File: src/gast_pkg.sv
package gast_pkg;

  localparam int DEF_GROUPS = 4096;
  localparam int DEF_SLOTS  = 4;
  localparam int MAX_SLOTS  = 4;

  localparam int VAL_W = 64;
  localparam int CNT_W = 40;
  localparam int GRP_W = 12;

  localparam logic [1:0] OP_NEW  = 2'd0;
  localparam logic [1:0] OP_UPD  = 2'd1;
  localparam logic [1:0] OP_READ = 2'd2;

  localparam logic [1:0] REPLY_ASSIGNED = 2'd0;
  localparam logic [1:0] REPLY_RESULT   = 2'd1;
  localparam logic [1:0] REPLY_FULL     = 2'd2;
  localparam logic [1:0] REPLY_UNKNOWN  = 2'd3;

  localparam logic [2:0] KIND_COUNT = 3'd0;
  localparam logic [2:0] KIND_SUM   = 3'd1;
  localparam logic [2:0] KIND_AVG   = 3'd2;
  localparam logic [2:0] KIND_MIN   = 3'd3;
  localparam logic [2:0] KIND_MAX   = 3'd4;

  localparam logic [2:0] CFG_SLOTS_USED = 3'd0;
  localparam logic [2:0] CFG_KIND_0     = 3'd1;
  localparam logic [2:0] CFG_KIND_3     = 3'd4;

  typedef struct packed {
    logic [VAL_W-1:0] acc;
    logic [VAL_W-1:0] hi;
    logic [CNT_W-1:0] cnt;
    logic             hv;
  } entry_t;

  localparam int ENTRY_W = $bits(entry_t);

  typedef struct packed {
    logic clr;
    logic upd;
    logic rd;
  } lane_ctrl_t;

endpackage

File: src/gast_div.sv
module gast_div (
  input  logic                         clk,
  input  logic                         rst,
  input  logic                         start,
  input  logic [gast_pkg::VAL_W-1:0]   hi,
  input  logic [gast_pkg::VAL_W-1:0]   lo,
  input  logic [gast_pkg::CNT_W-1:0]   divisor,
  output logic                         done,
  output logic [gast_pkg::VAL_W-1:0]   quotient
);

  localparam int DW = 2 * gast_pkg::VAL_W;
  localparam int CW = gast_pkg::CNT_W;

  logic          busy;
  logic [6:0]    step;
  logic          neg;
  logic [DW-1:0] dvd;
  logic [CW-1:0] dvs;
  logic [CW-1:0] rem;
  logic [gast_pkg::VAL_W-1:0] quo;

  logic [CW:0]   cur;
  logic [CW:0]   diff;
  logic          ge;

  assign cur  = {rem, dvd[DW-1]};
  assign diff = cur - {1'b0, dvs};
  assign ge   = cur >= {1'b0, dvs};
  assign quotient = neg ? (~quo + 1'b1) : quo;

  always_ff @(posedge clk) begin
    if (rst) begin
      busy <= 1'b0;
      done <= 1'b0;
    end else if (start) begin
      busy <= 1'b1;
      done <= 1'b0;
    end else if (busy && step == 7'd127) begin
      busy <= 1'b0;
      done <= 1'b1;
    end
  end

  always_ff @(posedge clk) begin
    if (start) begin
      neg  <= hi[gast_pkg::VAL_W-1];
      dvd  <= hi[gast_pkg::VAL_W-1] ? (~{hi, lo} + 1'b1) : {hi, lo};
      dvs  <= divisor;
      rem  <= '0;
      quo  <= '0;
      step <= '0;
    end else if (busy) begin
      dvd  <= {dvd[DW-2:0], 1'b0};
      rem  <= ge ? diff[CW-1:0] : cur[CW-1:0];
      quo  <= {quo[gast_pkg::VAL_W-2:0], ge};
      step <= step + 7'd1;
    end
  end

endmodule

File: config.mk
export PLATFORM = sky130hd
export DESIGN_NAME = gast_div
export DESIGN_NICKNAME = d
export VERILOG_FILES = /design/src/gast_pkg.sv /design/src/gast_div.sv
export SDC_FILE = /design/constraint.sdc
export NUM_CORES = 1
export LEC_CHECK = 0
export BUFFER_PORTS_ARGS = -buffer_cell sky130_fd_sc_hd__buf_2
export CORE_MARGIN = 4
export CORE_UTILIZATION = 45
export DETAILED_ROUTE_END_ITERATION = 8
export HOLD_SLACK_MARGIN = 0.06
export PLACE_DENSITY = 0.68
export SYNTH_ARGS = -nofsm -noshare
export SYNTH_HDL_FRONTEND = slang
export SYNTH_SLANG_ARGS = --single-unit
File: constraint.sdc
create_clock -name clk -period 6.55 [get_ports clk]
set_input_delay 1.6375 -clock clk [delete_from_list [all_inputs] [get_ports clk]]
set_output_delay 1.6375 -clock clk [all_outputs]
set_load 0.05 [all_outputs]
==> qor.txt, run 1 <==
CTS tree: built
CP arrival: 4580 ps
Worst Setup Start Kind: flop
Int Pwr: 3.52 mW
Clock share of power: 41.9%
Setup-failing EPs final: 0
Sw Share: 25.4%
Library cells used by synthesis: 59
Worst-path cell chain: or4_1, or3_1, or4_1, nor3_1, nand3_1, or3_4, or3_4, o41ai_2, xnor2_1, buf_2
#FFs+latches synth: 282
Worst Setup End Kind: output port
Adder-Cell Fraction of Synth Area: 3.28%
Min cycle time layout: 6220 ps
Worst path bufs/invs: 1
Post-CTS Repair Setup Buffers: 0
Clock-pin slew on the worst setup and hold paths: 60 ps
Gr usage total: 20.3%
Commonest non-fill, non-tap cell in the layout: nor2_1
Mapped Avg Cell Area: 9.23 µm²
Most frequent cells in the layout: nor2_1 (250), buf_2 (233), a21oi_1 (172)
Fmax: 0.161 GHz
Die Y: 203 µm
Ys flop type: edfxtp_1
Layout Nets: 2239
Die Width: 203 µm
EDFF count, synth: 169
Max Root-Sink Buffers: 3
GR Overflow Total: 0
Total chip power: 4.72 mW
Root Driver: clkbuf_16
Crit-path max FO: 9
WS Path Type: reg -> out
PwrDens: 239 mW/mm²
Peak VDD IR: 0.187 mV
Layout Skew: 14.4 ps
Hold_buf cts: 0
Share of cells above drive strength 1: 16.4%
Synth warn: 0
Worst slew pin tran: 979 ps
Final Hold Vio Count: 0
PnR worst setup slack: 333 ps
Compound-Gate Fraction of Synth Area: 16.0%
Placeable Area: 0.0370 mm²
Post-synthesis simple-gate area fraction: 16.1%
CTS resizes: 0
Critical-path top delay cell: or4_1
Final setup TNS: 0 ps
Vias in the first global route: 14041
Area of the multi-input gates: 0.00908 mm²
Effective utilization at floorplan: 46.1%
Drt wl/cell: 16.8 µm
Global-route wire length before repair: 70.2 mm
Initial antenna violation count: 10
Post-synthesis mux area share: 6.16%
Initial DRC Count: 914
Htree depth: 2
Biggest cell delay along the critical path: 570 ps
Post-synthesis sequential area ratio: 43.1%
Routed WL: 42.9 mm
RSZ-0062 raised after global routing: false
Mapped Area: 0.0170 mm²
Area Growth Syn to Fin: 16.0%
IO Port Bufs: 235
Sink Count: 282
Routed vias: 14352
Mapped Cells: 1845
LEAKAGE: 7.92 nW
Full die area: 0.0410 mm²
Filler cells: 3457
Top Family by Delay on Critical Path: simple AND/OR/NAND/NOR gates
Number of cell rows: 70
XOR/XNOR Fraction of Synth Area: 11.7%
Drt first pass iters: 5
Register area: 0.00734 mm²
Hold WC Path Type: reg -> reg
Top-level I/O count: 236
DP Wirelength: 30.2 mm
CTS buffer count: 36
Gate power share: 13.7%
Psw: 1.20 mW
Register share of total power: 44.4%
DR vias/cell: 5.62
Final period util: 94.9%
Detail Route Antenna Nets: 0
Largest family of logic cells by synthesized area: simple AND/OR/NAND/NOR gates
Final max-slew violation count: 0
Async SR Flop Fraction: 0%
Worst-Skew Late Latency: 540 ps
Slew HR: 34.7%
Largest net degree at the start of global routing: 196
Worst Path Required: 4910 ps
Post-route DRC: 0
RePlAce Congestion: 0.890
Synth Net Count: 2060
Dpl ws: 871 ps
Max Cap Viol: 0
Status: completed
==> cells in the mapped netlist (3+ instances only) <==
master	n	area, µm²
mux2_2	14	158
nand2_1	104	390
o21bai_1	8	60.1
inv_1	60	225
o21ai_0	107	536
a22o_1	3	26.3
nor3_1	26	130
o41ai_1	23	201
o21a_1	5	37.5
o211ai_1	5	37.5
edfxtp_1	169	5070
or2_2	9	56.3
mux2i_1	89	891
a21o_1	21	158
or4_1	28	210
nand2b_1	17	106
and2_1	3	18.8
xnor2_1	93	815
and3_1	9	56.3
nand4_1	20	125
a31oi_1	6	37.5
or3_4	8	90.1
o31ai_1	50	375
nor2b_1	6	37.5
xor2_1	135	1180
clkbuf_1	92	345
a21oi_1	172	861
dfxtp_1	113	2260
nor4_1	19	119
ha_1	43	538
nor2_1	250	938
a211oi_1	26	195
or3_1	41	257
nand3_1	27	135
buf_1	11	41.3
==> layout make-up <==
class / count / share of cell area [%]
well taps: 504 / 3.19
multi-input cells: 1398 / 46.0
flip-flops and latches: 282 / 37.2
repair buffers: 246 / 6.56
clock inverters: 10 / 0.659
diodes: 3 / 0.0380
clock buffers: 51 / 5.26
inverters: 60 / 1.15
==> power by group through the flow <==
stage	registers, mW	clock network (mW)	logic [mW]
floorplan	2.11	0	0.456
global placement	2.13	0	0.629
detailed placement	2.13	0	0.641
CTS	2.09	2.03	0.646
global route	2.11	2.11	0.724
finish	2.09	1.98	0.647
==> tightest hold or removal path: cells and delay by family (launching register included) <==
family,cells,cell delay [ps]
DFF,1,300
and+or+nand+nor,2,150
==> through the flow <==
stage	util, %	cell area (µm²)	hold WS [ps]	cells
global placement	50.3	18600	469	2490
CTS	53.4	19700	492	2551
finish	53.4	19800	489	2554
floorplan	-	17000	451	1845
global route	53.4	19800	515	2554
detailed placement	50.3	18600	482	2490
==> kinds of logic (layout without fill, tap and decap cells) <==
kind of cell    after synthesis  after routing
buf+inv                     165            367
flops                       282            282
compound gates              448            448
fa+ha+maj                    44             44
xor+xnor                    228            228
other cells                   0              3
simple gates                575            575
mux                         103            103
==> flip-flops by register name (all words and copies together) (netlist names) <==
name  cells
step      7
busy      1
done      1
dvd     128
neg       1
dvs      40
rem      40
quo      64
==> final timing paths <==
check	from	to	slack [ps]	cells past startpoint
setup / recovery	quo[12]	quotient[61]	330	10
setup reg to reg	dvs[3]	rem[12]	2080	12
hold reg to reg	done	done	490	2
hold / removal	done	done	490	2
==> metal layers <==
metal | share of wire (%) | wire (µm) | track usage, %
met4 | 3.2 | 1350 | 7.44
met3 | 6.4 | 2750 | 4.82
met1 | 44 | 18900 | 26.4
met2 | 46 | 19800 | 33.3
met5 | 0.22 | 93 | 0
(Power assumes the default switching activity.)
==> inputs of run 2 (changes only) <==
REMOVE_ABC_BUFFERS = 1   (was unset)
==> run 2 against run 1 <==
Flip-flop and latch count did not move. Clock skew rose by 9.4 ps. Via count decreased by 1.6%. First-iteration DRC count decreased by 9.5%. Critical endpoint is now quotient[63]. Sequential share of layout area is essentially flat. Utilization about the same. Count of clock-buffer cells in the layout down 8. Die area stayed put. Clock power is 3% lower. Largest power group unchanged. Wire length is 1.7% lower.
==> qor.txt, run 2 (synthesis gave the netlist of run 1 again) <==
Status: completed
Commonest non-fill, non-tap cell in the layout: nor2_1
DP Wirelength: 29.8 mm (-1.4%)
Top Family by Delay on Critical Path: simple AND/OR/NAND/NOR gates
Worst-path cell chain: or4_1, or3_1, or4_1, nor3_1, nand3_1, or3_4, or3_4, o41ai_2, xnor2_1, buf_2
Die Width: 203 µm (unchanged)
Root Driver: clkbuf_16
Crit-path max FO: 9 (unchanged)
Register share of total power: 44.8% (+0.4 points)
Initial DRC Count: 827 (-9.5%)
PwrDens: 237 mW/mm² (-0.95%)
Biggest cell delay along the critical path: 590 ps (+20 ps)
Number of cell rows: 70 (unchanged)
Psw: 1.19 mW (-0.96%)
Final instance area: 0.0197 mm² (about the same)
Setup-failing EPs final: 0 (unchanged)
Die Y: 203 µm (unchanged)
Area Growth Syn to Fin: 15.9% (about the same)
CTS resizes: 0 (unchanged)
IO Port Bufs: 235 (unchanged)
Flop-to-flop setup slack: 2320 ps (+240 ps)
Layout Skew: 23.8 ps (+9.36 ps)
Largest register FFs: 128 (unchanged)
Clock-pin slew on the worst setup and hold paths: 60 ps (about the same)
Hold WC Path Type: reg -> reg
RePlAce Congestion: 0.864 (-2.9%)
Worst Setup End Kind: output port
Largest registers: dvd (128), quo (64)
Largest Register: dvd
LEAKAGE: 7.91 nW (-0.17%)
Drt wl/cell: 16.5 µm (-1.9%)
Top-level I/O count: 236 (unchanged)
Slew HR: 30.3% (-4.4 points)
Worst-Skew Late Latency: 520 ps (-20 ps)
Routed WL: 42.1 mm (-1.7%)
Hold_buf cts: 0 (unchanged)
Full die area: 0.0410 mm² (unchanged)
Peak VDD IR: 0.155 mV (-17%)
Gr usage total: 19.8% (-0.57 points)
Post-CTS Repair Setup Buffers: 0 (unchanged)
Int Pwr: 3.48 mW (-1.1%)
Effective utilization at floorplan: 46.1% (unchanged)
Sink Count: 282 (unchanged)
Initial antenna violation count: 8 (-2)
Clock share of power: 41.4% (-0.5 points)
Most frequent cells in the layout: nor2_1 (250), buf_2 (233), a21oi_1 (172)
Area of the multi-input gates: 0.00908 mm² (unchanged)
Gate power share: 13.8% (about the same)
Min cycle time layout: 6150 ps (-62.6 ps)
CP arrival: 4520 ps (-60 ps)
Post-route DRC: 0 (unchanged)
Max Cap Viol: 0 (unchanged)
Worst Path Required: 4910 ps (about the same)
Max Root-Sink Buffers: 3 (unchanged)
Worst slew pin tran: 1050 ps (+66.0 ps)
Worst Setup Start Kind: flop
CTS buffer count: 35 (-2.8%)
RSZ-0062 raised after global routing: false
Largest net degree at the start of global routing: 162 (-17%)
Critical-path top delay cell: or4_1
Final max-slew violation count: 0 (unchanged)
Final period util: 94.0% (-0.96 points)
Placeable Area: 0.0370 mm² (unchanged)
Sw Share: 25.5% (about the same)
GR Overflow Total: 0 (unchanged)
Layout Nets: 2241 (+0.089%)
WS Path Type: reg -> out
Filler cells: 3501 (+1.3%)
Drt first pass iters: 5 (unchanged)
WHS: 487 ps (-1.62 ps)
Global-route wire length before repair: 68.7 mm (-2.1%)
Routed vias: 14123 (-1.6%)
DR vias/cell: 5.52 (-1.8%)
Register area: 0.00734 mm² (unchanged)
Share of cells above drive strength 1: 16.3% (-0.089 points)
Final Hold Vio Count: 0 (unchanged)
CTS tree: built
Fmax: 0.162 GHz (+1.0%)
Post-DP Area: 0.0186 mm² (about the same)
Vias in the first global route: 13801 (-1.7%)
Detail Route Antenna Nets: 0 (unchanged)
Worst path bufs/invs: 1 (unchanged)
Htree depth: 2 (unchanged)
run 2: final timing paths:
check | from | cells after the start | endpoint
max | quo[12] | 10 | quotient[63]
min | done | 2 | done
max reg2reg | dvs[1] | 12 | rem[26]
min reg2reg | done | 2 | done
run 2: power groups by stage:
stage	combinational [mW]	clock (mW)	sequential (mW)
4_1_cts	0.645	1.99	2.09
3_3_place_gp	0.628	0	2.12
6_report	0.644	1.93	2.09
5_1_grt	0.721	2.07	2.10
3_5_place_dp	0.641	0	2.13
2_1_floorplan	0.405	0	2.13
run 2: worst reg2reg max path, stage by stage (launching register included):
cell,delay [ps]
edfxtp_1,420
inv_1,70
ha_1,290
nor2b_1,180
o21ai_0,130
a2111oi_0,620
o21ai_0,250
nand3_1,190
a41oi_1,300
o21ai_4,850
buf_4,440
mux2i_1,260
o21ai_0,100
run 2: area by class of cell:
cell class	count	area share [%]
multi-input combinational	1398	46.0
sequential	282	37.2
timing repair buffer	249	6.62
clock buffer	43	4.81
tap	504	3.20
inverter	60	1.15
clock inverter	20	0.976
antenna	4	0.0507
run 2: through the flow:
stage | cells | TNS, ps | util, % | setup slack [ps] | total power, mW
2_1_floorplan | 1740 | -109270 | - | -854 | 2.53
3_3_place_gp | 2493 | 0 | 50.3 | 960 | 2.75
3_5_place_dp | 2493 | 0 | 50.3 | 920 | 2.77
4_1_cts | 2556 | 0 | 53.4 | 379 | 4.72
5_1_grt | 2558 | 0 | 53.4 | 97.6 | 4.89
6_report | 2560 | 0 | 53.4 | 396 | 4.67
run 2: routing by layer:
layer  wire, µm  GRT usage [%]  up-vias  share of wire (%)
met5         47              0        -               0.11
met4        913           5.75        8                2.2
met3       2520           4.04       68                6.0
met2      19900           32.7      359                 47
met1      18800           26.4     6652                 45
li1           -              -     7036                  -
